$ cat src/hw/rtl/length_crc_frame_checker_top_defines.svh
// Assertion macros for the length and CRC frame checker.
// Used by the top level; expects i_clk and i_rst_n in scope.
`ifndef LENGTH_CRC_FRAME_CHECKER_TOP_DEFINES_SVH
`define LENGTH_CRC_FRAME_CHECKER_TOP_DEFINES_SVH

// Implication in the same cycle.
`define LCFC_ASSERT_IMP(label, ante, cons, msg) \
    label: assert property (@(posedge i_clk) disable iff (!i_rst_n) (ante) |-> (cons)) \
        else $error(msg);

// Implication checked in the cycle after the antecedent.
`define LCFC_ASSERT_NXT(label, ante, cons, msg) \
    label: assert property (@(posedge i_clk) disable iff (!i_rst_n) (ante) |=> (cons)) \
        else $error(msg);

`endif

$ cat src/hw/rtl/lcfc_pkg.sv
// Shared types, constants and the byte-wise CRC-32 function of the frame checker.
// No dependencies.
package lcfc_pkg;

    localparam logic [31:0] CRC_POLY = 32'hEDB8_8320;
    localparam logic [31:0] CRC_INIT = 32'hFFFF_FFFF;

    typedef enum logic [1:0] {
        PH_LEN,
        PH_PAY,
        PH_CRC
    } t_phase;

    typedef enum logic [2:0] {
        ST_OK,
        ST_CRC_BAD,
        ST_CLOSED_IDLE,
        ST_SHORT_LEN,
        ST_SHORT_PAY,
        ST_SHORT_CRC
    } t_status;

    typedef struct packed {
        logic [7:0] out_byte;
        logic       is_payload;
        logic       frame_done;
        t_status    status;
    } t_result;

    // Reflected CRC-32 update by one byte.
    function automatic logic [31:0] crc_byte(input logic [31:0] c, input logic [7:0] b);
        logic [31:0] v;
        v = c ^ {24'd0, b};
        for (int k = 0; k < 8; k++) begin
            v = (v >> 1) ^ (v[0] ? CRC_POLY : 32'd0);
        end
        return v;
    endfunction

endpackage

$ cat src/hw/rtl/lcfc_if.sv
// Stream interfaces for the received bytes and the checker results.
// No dependencies.
interface lcfc_in_if;
    logic       valid;
    logic       ready;
    logic [7:0] in_byte;
    logic       stream_end;

    modport source (output valid, output in_byte, output stream_end, input ready);
    modport sink (input valid, input in_byte, input stream_end, output ready);
endinterface

interface lcfc_out_if;
    logic       valid;
    logic       ready;
    logic [7:0] out_byte;
    logic       is_payload;
    logic       frame_done;
    logic [2:0] status;

    modport source (output valid, output out_byte, output is_payload, output frame_done,
                    output status, input ready);
    modport sink (input valid, input out_byte, input is_payload, input frame_done,
                  input status, output ready);
endinterface

$ cat src/hw/rtl/lcfc_frame_fsm.sv
// Frame parser: phase, field position, length, running and received CRC.
// Depends on lcfc_pkg.
module lcfc_frame_fsm
    import lcfc_pkg::*;
(
    input  logic       i_clk,
    input  logic       i_rst_n,
    input  logic       i_accept,
    input  logic [7:0] i_in_byte,
    input  logic       i_stream_end,
    output logic       o_res_valid,
    output t_result    o_res
);

    t_phase      r_phase, n_phase;
    logic [2:0]  r_idx, n_idx;
    logic [63:0] r_rem, n_rem;
    logic [31:0] r_crc, n_crc;
    logic [31:0] r_rx, n_rx;
    logic [31:0] rx_full;

    always_ff @(posedge i_clk) begin
        if (!i_rst_n) begin
            r_phase <= PH_LEN;
            r_idx   <= 3'd0;
            r_rem   <= 64'd0;
            r_crc   <= CRC_INIT;
            r_rx    <= 32'd0;
        end else begin
            r_phase <= n_phase;
            r_idx   <= n_idx;
            r_rem   <= n_rem;
            r_crc   <= n_crc;
            r_rx    <= n_rx;
        end
    end

    always_comb begin
        n_phase     = r_phase;
        n_idx       = r_idx;
        n_rem       = r_rem;
        n_crc       = r_crc;
        n_rx        = r_rx;
        rx_full     = r_rx | ({24'd0, i_in_byte} << {r_idx[1:0], 3'b000});
        o_res_valid = 1'b0;
        o_res       = '{out_byte: 8'd0, is_payload: 1'b0, frame_done: 1'b0, status: ST_OK};
        if (i_accept) begin
            if (i_stream_end) begin
                o_res_valid      = 1'b1;
                o_res.frame_done = 1'b1;
                case (r_phase)
                    PH_PAY: begin
                        o_res.status = ST_SHORT_PAY;
                    end
                    PH_CRC: begin
                        o_res.status = ST_SHORT_CRC;
                    end
                    default: begin
                        o_res.status = (r_idx == 3'd0) ? ST_CLOSED_IDLE : ST_SHORT_LEN;
                    end
                endcase
                n_phase = PH_LEN;
                n_idx   = 3'd0;
                n_rem   = 64'd0;
                n_crc   = CRC_INIT;
                n_rx    = 32'd0;
            end else begin
                case (r_phase)
                    PH_PAY: begin
                        n_crc            = crc_byte(r_crc, i_in_byte);
                        n_rem            = r_rem - 64'd1;
                        o_res_valid      = 1'b1;
                        o_res.out_byte   = i_in_byte;
                        o_res.is_payload = 1'b1;
                        if (r_rem == 64'd1) begin
                            n_phase = PH_CRC;
                            n_idx   = 3'd0;
                        end
                    end
                    PH_CRC: begin
                        if (r_idx == 3'd3) begin
                            o_res_valid      = 1'b1;
                            o_res.frame_done = 1'b1;
                            o_res.status     = ((r_crc ^ CRC_INIT) == rx_full) ? ST_OK
                                                                              : ST_CRC_BAD;
                            n_phase = PH_LEN;
                            n_idx   = 3'd0;
                            n_rem   = 64'd0;
                            n_crc   = CRC_INIT;
                            n_rx    = 32'd0;
                        end else begin
                            n_rx  = rx_full;
                            n_idx = r_idx + 3'd1;
                        end
                    end
                    default: begin
                        n_rem = r_rem | ({56'd0, i_in_byte} << {r_idx, 3'b000});
                        n_idx = r_idx + 3'd1;
                        if (r_idx == 3'd7) begin
                            n_phase = (n_rem == 64'd0) ? PH_CRC : PH_PAY;
                        end
                    end
                endcase
            end
        end
    end

endmodule

$ cat src/hw/rtl/lcfc_result_buf.sv
// Two-entry result buffer that decouples the parser from the output handshake.
// Depends on lcfc_pkg.
module lcfc_result_buf
    import lcfc_pkg::*;
(
    input  logic    i_clk,
    input  logic    i_rst_n,
    input  logic    i_push,
    input  t_result i_res,
    input  logic    i_ready,
    output logic    o_room,
    output logic    o_valid,
    output t_result o_res
);

    t_result    r_mem [2];
    logic       r_wr, n_wr;
    logic       r_rd, n_rd;
    logic [1:0] r_cnt, n_cnt;
    logic       pop;

    assign o_room  = (r_cnt != 2'd2);
    assign o_valid = (r_cnt != 2'd0);
    assign o_res   = r_mem[r_rd];
    assign pop     = o_valid & i_ready;

    always_comb begin
        n_wr  = r_wr ^ i_push;
        n_rd  = r_rd ^ pop;
        n_cnt = r_cnt + {1'b0, i_push} - {1'b0, pop};
    end

    always_ff @(posedge i_clk) begin
        if (!i_rst_n) begin
            r_wr  <= 1'b0;
            r_rd  <= 1'b0;
            r_cnt <= 2'd0;
        end else begin
            r_wr  <= n_wr;
            r_rd  <= n_rd;
            r_cnt <= n_cnt;
        end
    end

    always_ff @(posedge i_clk) begin
        if (i_push) begin
            r_mem[r_wr] <= i_res;
        end
    end

endmodule

$ cat src/hw/rtl/length_crc_frame_checker_top.sv
// Top level of the length-prefixed frame checker with CRC-32.
// Depends on lcfc_pkg, lcfc_if, lcfc_frame_fsm, lcfc_result_buf and the defines header.
//
//   Channel  Direction  Item
//   i_in     in         one received byte or a stream end marker
//   o_out    out        a payload byte or a frame done status
//
// One item is taken per cycle when ready and gives at most one result, which enters the
// result buffer at the accepting edge and can be taken from o_out from the next cycle on.
// The parser updates its state and forms the result in the cycle of acceptance.
// The two-entry result buffer absorbs a short stall on o_out; i_in.ready drops only when
// both entries hold results not yet taken, and rises in the cycle after one is taken.
// Synchronous active-low reset returns the checker to the start of a length field.
`include "length_crc_frame_checker_top_defines.svh"

module length_crc_frame_checker_top
    import lcfc_pkg::*;
(
    input  logic              i_clk,
    input  logic              i_rst_n,
    lcfc_in_if.sink           i_in,
    lcfc_out_if.source        o_out
);

    logic    accept;
    logic    res_valid;
    t_result res;
    logic    buf_room;
    t_result out_res;

    assign accept     = i_in.valid & i_in.ready;
    assign i_in.ready = buf_room;

    lcfc_frame_fsm u_fsm (
        .i_clk        (i_clk),
        .i_rst_n      (i_rst_n),
        .i_accept     (accept),
        .i_in_byte    (i_in.in_byte),
        .i_stream_end (i_in.stream_end),
        .o_res_valid  (res_valid),
        .o_res        (res)
    );

    lcfc_result_buf u_buf (
        .i_clk   (i_clk),
        .i_rst_n (i_rst_n),
        .i_push  (res_valid),
        .i_res   (res),
        .i_ready (o_out.ready),
        .o_room  (buf_room),
        .o_valid (o_out.valid),
        .o_res   (out_res)
    );

    assign o_out.out_byte   = out_res.out_byte;
    assign o_out.is_payload = out_res.is_payload;
    assign o_out.frame_done = out_res.frame_done;
    assign o_out.status     = out_res.status;

    `LCFC_ASSERT_IMP(a_kind_exclusive, o_out.valid,
        !(o_out.is_payload && o_out.frame_done), "result is both payload and done")
    `LCFC_ASSERT_NXT(a_end_gives_done, accept && i_in.stream_end, o_out.valid,
        "stream end gave no result")
    `LCFC_ASSERT_IMP(a_stall_has_result, !i_in.ready, o_out.valid,
        "input stalled with no pending result")

endmodule
$ cat src/flat_wrapper.sv
// flat-port wrapper written by rule: the top's interface ports become plain ports
module length_crc_frame_checker_top_flat import lcfc_pkg::*;
  (i_clk, i_rst_n, i_in_valid, i_in_in_byte, i_in_stream_end, i_in_ready, o_out_valid, o_out_out_byte, o_out_is_payload, o_out_frame_done, o_out_status, o_out_ready);
  lcfc_in_if i_in_i ();
  lcfc_out_if o_out_i ();
  input  logic i_clk;
  input  logic i_rst_n;
  input wire logic [$bits(i_in_i.valid)-1:0] i_in_valid;
  input wire logic [$bits(i_in_i.in_byte)-1:0] i_in_in_byte;
  input wire logic [$bits(i_in_i.stream_end)-1:0] i_in_stream_end;
  output wire logic [$bits(i_in_i.ready)-1:0] i_in_ready;
  output wire logic [$bits(o_out_i.valid)-1:0] o_out_valid;
  output wire logic [$bits(o_out_i.out_byte)-1:0] o_out_out_byte;
  output wire logic [$bits(o_out_i.is_payload)-1:0] o_out_is_payload;
  output wire logic [$bits(o_out_i.frame_done)-1:0] o_out_frame_done;
  output wire logic [$bits(o_out_i.status)-1:0] o_out_status;
  input wire logic [$bits(o_out_i.ready)-1:0] o_out_ready;
  assign i_in_i.valid = i_in_valid;
  assign i_in_i.in_byte = i_in_in_byte;
  assign i_in_i.stream_end = i_in_stream_end;
  assign i_in_ready = i_in_i.ready;
  assign o_out_valid = o_out_i.valid;
  assign o_out_out_byte = o_out_i.out_byte;
  assign o_out_is_payload = o_out_i.is_payload;
  assign o_out_frame_done = o_out_i.frame_done;
  assign o_out_status = o_out_i.status;
  assign o_out_i.ready = o_out_ready;
  length_crc_frame_checker_top u_core (.i_clk(i_clk), .i_rst_n(i_rst_n), .i_in(i_in_i), .o_out(o_out_i));
endmodule
$ cat config.mk
export PLATFORM = sky130hd
export DESIGN_NAME = length_crc_frame_checker_top_flat
export DESIGN_NICKNAME = d
export VERILOG_FILES = /design/src/hw/rtl/lcfc_pkg.sv /design/src/hw/rtl/lcfc_if.sv /design/src/hw/rtl/lcfc_frame_fsm.sv /design/src/hw/rtl/lcfc_result_buf.sv /design/src/hw/rtl/length_crc_frame_checker_top.sv /design/src/flat_wrapper.sv
export VERILOG_INCLUDE_DIRS = /design/src /design/src/hw/rtl
export SDC_FILE = /design/constraint.sdc
export NUM_CORES = 1
export LEC_CHECK = 0
export ABC_CLOCK_PERIOD_IN_PS = 3200
export BUFFER_PORTS_ARGS = -buffer_cell sky130_fd_sc_hd__buf_2
export CORE_ASPECT_RATIO = 0.6
export CORE_MARGIN = 8
export CORE_UTILIZATION = 40
export DETAILED_ROUTE_END_ITERATION = 8
export GPL_ROUTABILITY_DRIVEN = 0
export GPL_TIMING_DRIVEN = 0
export MAX_ROUTING_LAYER = met4
export PLACE_DENSITY = 0.62
export REMOVE_ABC_BUFFERS = 1
export SETUP_SLACK_MARGIN = 0.15
export SLEW_MARGIN = 20
export SYNTH_ARGS = -nofsm -noshare
export SYNTH_HDL_FRONTEND = slang
export SYNTH_HIERARCHICAL = 1
export SYNTH_SLANG_ARGS = --single-unit
$ cat constraint.sdc
create_clock -name i_clk -period 3.2 [get_ports i_clk]
set_input_delay 0.64 -clock i_clk [delete_from_list [all_inputs] [get_ports i_clk]]
set_output_delay 0.64 -clock i_clk [all_outputs]
set_load 0.05 [all_outputs]
==> out/qor.csv, run 1 <==
metric,value,unit
synth_edf_count,26,
layout.nets,1222,
wl_per_cell,24.2,um
hold_buffers,0,
ioPinCount,28,
switching_share,36.7,%
row_count,44,
antenna_found_initial,0,
stdcell_count,1531,
fmax,0.339,GHz
final_common_cell,dfxtp_1,
power_leakage,4.12,nW
tritoncts,yes,
grt_remaining_overflow,0,
rsz0062_at_grt,true,
clk_path_buf_depth,2,
die_area,30500,um^2
drt_iter0_markers,1566,
htreeDepth,4,
hpwlAfterDp,24.7,mm
coreArea,24400,um^2
seq_power_share,35.5,%
synth.cell_area,10000,um^2
p_comb_share,32.0,%
endpoint_kind,flip-flop,
tightest_slew,923,ps
syn_inst,1225,
path_clk_slew,70,ps
first_pass_iters,6,
clk_latency,460,ps
viasPerCell,6.68,
final_cell_mix,"dfxtp_1 (135), nor2_1 (115), nand2_1 (105), a21oi_1 (73), xnor2_1 (65)",
finalCoreUtilization,46.2,%
clockPowerShare,32.5,%
grt.total_usage,24.3,%
drv_cap,0,
report.final.slew_viol_count,0,
seq_area_frac_synth,35.4,%
syn_to_final_growth,12.6,%
cts_root_buf,clkbuf_16,
critical_path_class,flip-flop to flip-flop,
fillers,2375,
dieHeight,139,um
p_sw,2.39,mW
cp_max_fo,20,
powerDensity,578,nW/um^2
grt_max_degree,55,
ys_warn_count,6,
dp_cells,1486,
detail-route-antenna-nets,0,
async_reset_ff_share,0,%
p_int,4.13,mW
drt_wl_total,37.1,mm
initial_core_util,41.1,%
r2r_slack,250,ps
avgSynthCellArea,8.17,um^2
synth_ff_type,dfxtp_1,
fp.dieW,220,um
ir_worst_vdd,0.000407,V
setup_viol,0,
fin_skew,7.72,ps
portBuffers,27,
design_area,11300,um^2
antennaDiodeCount,0,
cp.required,3580,ps
critical_path_arrival,3330,ps
drc,0,
place_area,10400,um^2
slew_headroom,38.0,%
fin_crit,2950,ps
holdWs,480,ps
finalCritPeriodShare,92.3,%
min_path_type,flip-flop to flip-flop,
status,"finished, final reports clean",
drive_gt1_share,12.2,%
power.total,6.51,mW
ys_types,85,
cts_buffers,17,
routed-via-count,10226,
ys_ff_latch,164,
cts_sinks,164,
grt_pass1_vias,9053,
grt_pass1_wl,55.8,mm
cp-start-kind,flip-flop,
hold_viol,0,
synthesized netlist by cell type (9+ instances only):
| master | number | area, um^2 |
|---|---|---|
| buf_1 | 14 | 52.6 |
| nor3_1 | 43 | 215 |
| inv_1 | 22 | 82.6 |
| ha_1 | 13 | 163 |
| nand4_1 | 28 | 175 |
| o22ai_1 | 39 | 244 |
| nand3_1 | 32 | 160 |
| or4_1 | 11 | 82.6 |
| nor2b_1 | 9 | 56.3 |
| nor4_1 | 30 | 188 |
| and2_1 | 14 | 87.6 |
| a32oi_1 | 35 | 307 |
| dfxtp_1 | 138 | 2760 |
| xor2_1 | 11 | 96.3 |
| mux2_1 | 10 | 113 |
| a211oi_1 | 16 | 120 |
| or3_1 | 9 | 56.3 |
| a31oi_1 | 29 | 181 |
| edfxtp_1 | 26 | 781 |
| and3_1 | 14 | 87.6 |
| nor2_1 | 126 | 473 |
| nand2_1 | 108 | 405 |
| a22oi_1 | 11 | 82.6 |
| a21oi_1 | 74 | 370 |
| mux2i_1 | 10 | 100 |
| xnor2_1 | 66 | 578 |
| o21ai_0 | 63 | 315 |
| clkbuf_1 | 78 | 293 |
area by class of cell:
class                   instances  area [um^2]  share of cell area [%]
clock buffers                  18          429                    3.81
clock inverters                14          163                    1.44
inverters                      22         86.3                   0.766
multi-input cells             942         6200                    55.0
flip-flops and latches        164         3550                    31.5
well taps                     322          403                    3.57
repair buffers                 48          432                    3.83
repair inverters                1         5.00                  0.0444
metrics by stage:
| step | setup TNS (ps) | setup WS (ps) |
|---|---|---|
| floorplan | -20820 | -633 |
| global placement | -257540 | -3110 |
| detailed placement | -23700 | -790 |
| CTS | 0 | 60.2 |
| global route | 0 | 146 |
| finish | 0 | 247 |
kinds of logic (layout without fill, tap and decap cells):
logic type | count (synthesis) | count (layout) | synth area share (%)
and+or+nand+nor | 465 | 465 | 23.6
AOI/OAI and AO/OA | 356 | 356 | 24.1
DFF | 164 | 164 | 35.4
buffers and inverters | 119 | 103 | 4.55
xor gates and xnor gates | 84 | 84 | 8.14
muxes | 24 | 24 | 2.57
adders and majority gates | 13 | 13 | 1.62
what timing repair did:
item | 4_1_cts | 5_1_grt
setup buffers | 0 | 12
endpoints found under the setup margin | 132 | 46
gates cloned | 1 | 0
gates resized for setup | 15 | 21
pin swaps | 0 | 2
layer usage:
layer / vias up / wire, um / track usage [%]
met5: - / 0 / -
met4: 0 / 581 / 6.90
li1: 4561 / - / -
met1: 4896 / 17100 / 35.8
met3: 70 / 5770 / 10.8
met2: 699 / 13700 / 28.4
final timing paths:
kind	depth (start not counted)	from	endpoint
hold / removal	2	u_core/u_fsm/r_rem[10]	u_core/u_fsm/r_rem[10]
hold reg to reg	2	u_core/u_fsm/r_rem[10]	u_core/u_fsm/r_rem[10]
setup reg to reg	8	u_core/u_fsm/r_idx[0]	u_core/u_fsm/r_rem[44]
setup / recovery	8	u_core/u_fsm/r_idx[0]	u_core/u_fsm/r_rem[44]
power by group through the flow:
stage          Combinational, mW  Clock, mW  Sequential, mW
6_report                    2.09       2.12            2.31
5_1_grt                     2.21       2.24            2.32
4_1_cts                     1.96       2.14            2.31
3_5_place_dp                1.94          0            2.35
3_3_place_gp                1.88          0            2.35
2_1_floorplan               1.35          0            2.31
sequential cells by signal, indices dropped and copies added (netlist names), named ones only:
signal / flops
u_core/u_buf/r_cnt: 2
u_core/u_fsm/r_crc: 32
u_core/u_fsm/r_idx: 3
u_core/u_buf/r_rd: 1
u_core/u_buf/r_mem: 26
u_core/u_fsm/r_rx: 32
u_core/u_buf/r_wr: 1
u_core/u_fsm/r_phase: 2
u_core/u_fsm/r_rem: 64
worst max-delay path, cell delays in order, from the launching register on:
cell	delay, ps
dfxtp_4	520
ha_1	270
ha_1	260
nor2b_1	140
nor3_2	340
buf_4	270
nand2_1	340
or4_1	620
o211ai_1	100
No activity file was read; power rests on OpenSTA's default activity.
==> run 2, diff against run 1 <==
- RECOVER_POWER: unset -> 25
==> out/qor.csv, run 2 (synthesis results as in run 1) <==
metric,value,unit,change
hold_start,u_core/u_fsm/r_rem[10],,
grt_max_degree,55,,unchanged
grt_remaining_overflow,0,,unchanged
cp_common_cell,ha_1,,
drt_wl_total,37.0,mm,-0.27%
fin_crit,2960,ps,+7.17 ps
grt_pass1_vias,9053,,unchanged
min_path_type,flip-flop to flip-flop,,
drt_iter0_markers,1700,,+8.6%
top_register,u_core/u_fsm/r_rem,,
r2r_slack,240,ps,about the same
grt.total_usage,24.3,%,unchanged
power.total,6.50,mW,-0.17%
fp.dieW,220,um,unchanged
rsz0062_at_grt,true,,
fillers,2386,,+0.46%
drc,0,,unchanged
r2r-end,u_core/u_fsm/r_rem[44],,
wl_per_cell,24.2,um,-0.27%
cp_max_fo,20,,unchanged
layout.nets,1222,,unchanged
powerDensity,578,nW/um^2,about the same
setup_viol,0,,unchanged
cp.required,3580,ps,about the same
hpwlAfterDp,24.7,mm,unchanged
critical_path_class,flip-flop to flip-flop,,
final_cell_mix,"dfxtp_1 (135), nor2_1 (115), nand2_1 (105), a21oi_1 (73), xnor2_1 (65)",,
crit_path_top_delay_cell,or4_1,,
routed-via-count,10198,,-0.27%
antenna_found_initial,0,,unchanged
largest_reg_flops,64,,unchanged
clk_path_buf_depth,2,,unchanged
crit_path_max_incr_delay,620,ps,about the same
row_count,44,,unchanged
hold_viol,0,,unchanged
path_clk_slew,70,ps,about the same
min_to,u_core/u_fsm/r_rem[10],,
rr_startpoint,u_core/u_fsm/r_idx[0],,
grt_pass1_wl,55.8,mm,unchanged
cp-start-kind,flip-flop,,
hold_buffers,0,,unchanged
status,"finished, final reports clean",,
cts_root_buf,clkbuf_16,,
detail-route-antenna-nets,0,,unchanged
antennaDiodeCount,0,,unchanged
finalCoreUtilization,46.1,%,-0.072 points
fmax,0.338,GHz,-0.24%
slew_headroom,40.4,%,+2.4 points
first_pass_iters,6,,unchanged
fin_skew,7.58,ps,-0.141 ps
endpoint_kind,flip-flop,,
cts_sinks,164,,unchanged
clk_latency,450,ps,about the same
coreArea,24400,um^2,unchanged
tightest_slew,887,ps,-35.3 ps
ir_worst_vdd,0.000403,V,-0.91%
critical_path.cell_chain,ha_1 > ha_1 > nor2b_1 > nor3_2 > buf_4 > nand2_1 > or4_1 > o211ai_1,,
cts_buffers,17,,unchanged
viasPerCell,6.66,,-0.27%
top_regs,"u_core/u_fsm/r_rem: 64 flops, u_core/u_fsm/r_crc: 32 flops, u_core/u_fsm/r_rx: 32 flops",,
min_path_cells,2,,unchanged
ioPinCount,28,,unchanged
die_area,30500,um^2,unchanged
dieHeight,139,um,unchanged
report.final.slew_viol_count,0,,unchanged
critical_path_arrival,3340,ps,about the same
final_common_cell,dfxtp_1,,
power_leakage,4.07,nW,-1.2%
tritoncts,yes,,
portBuffers,27,,unchanged
finalCritPeriodShare,92.5,%,+0.22 points
drv_cap,0,,unchanged
htreeDepth,4,,unchanged
syn_to_final_growth,12.4,%,
initial_core_util,41.1,%,unchanged
drive_gt1_share,11.0,%,-1.2 points
reg2regPathDepth,8,,unchanged
[run 2: cell types whose count changed in the layout (fill, tap and decap cells not counted)]
cell / before / now
mux2_1: 10 / 11
clkbuf_1: 1 / 15
mux2_2: 4 / 3
and2_0: 0 / 8
and2_1: 12 / 4
buf_2: 26 / 12
[run 2: what timing repair did]
item,CTS,global route
resized for setup,15,21
pin swaps,0,2
setup endpoints to repair,132,46
buffers inserted,0,12
cloned,1,0
[run 2: layer usage]
metal	part of all wire (%)	routed length [um]	vias to the layer above	GRT usage, %
li1	-	-	4554	-
met1	47	17300	4927	35.8
met2	37	13600	666	28.4
met3	15	5560	51	10.8
met4	1.4	522	0	6.90
met5	0	0	-	-
[run 2: area by class of cell]
class                   instances  area, um^2  share of cell area (%)
well taps                     322         403                    3.58
clock buffers                  18         429                    3.81
repair inverters                1        5.00                  0.0445
inverters                      22        86.3                   0.767
clock inverters                14         163                    1.45
multi-input cells             942        6200                    55.1
flip-flops and latches        164        3550                    31.6
repair buffers                 48         414                    3.68
[run 2: worst max-delay path by stage]
stage,slack [ps],startpoint,to,depth (start not counted)
after CTS,60,u_core/u_fsm/r_idx[2],u_core/u_fsm/r_rem[57],8
after detailed placement,-790,u_core/u_fsm/r_idx[2],u_core/u_fsm/r_rem[57],8
after global routing,150,u_core/u_fsm/r_phase[0],u_core/u_fsm/r_rem[57],9
after global placement,-3110,u_core/u_fsm/r_idx[2],u_core/u_fsm/r_rem[39],8
after floorplan,-630,u_core/u_buf/r_cnt[0],u_core/u_fsm/r_crc[16],8
final,240,u_core/u_fsm/r_idx[0],u_core/u_fsm/r_rem[44],8
[run 2: critical path: cells and delay by family (launching register included)]
| kind | cells | cell delay (ps) |
|---|---|---|
| AND/OR/NAND/NOR | 4 | 1460 |
| flip-flops | 1 | 520 |
| AO/OA/AOI/OAI | 1 | 100 |
| adder cells (fa/ha/maj) | 2 | 530 |
| buffers and inverters | 1 | 270 |
[run 2: where the power goes]
group	total (mW)	internal (mW)	switching (mW)
sequential	2.31	2.18	0.128
combinational	2.07	0.712	1.36
clock	2.12	1.22	0.899
total	6.50	4.11	2.39
[run 2: stage by stage]
step | cells | instance area [um^2] | hold WS, ps | setup TNS (ps) | setup slack (ps)
floorplan | 1128 | 9640 | 444 | -20820 | -633
global placement | 1477 | 10200 | 461 | -257540 | -3110
detailed placement | 1486 | 10400 | 473 | -23700 | -790
CTS | 1519 | 11100 | 481 | 0 | 60.2
global route | 1531 | 11300 | 512 | 0 | 146
finish | 1531 | 11300 | 487 | 0 | 240
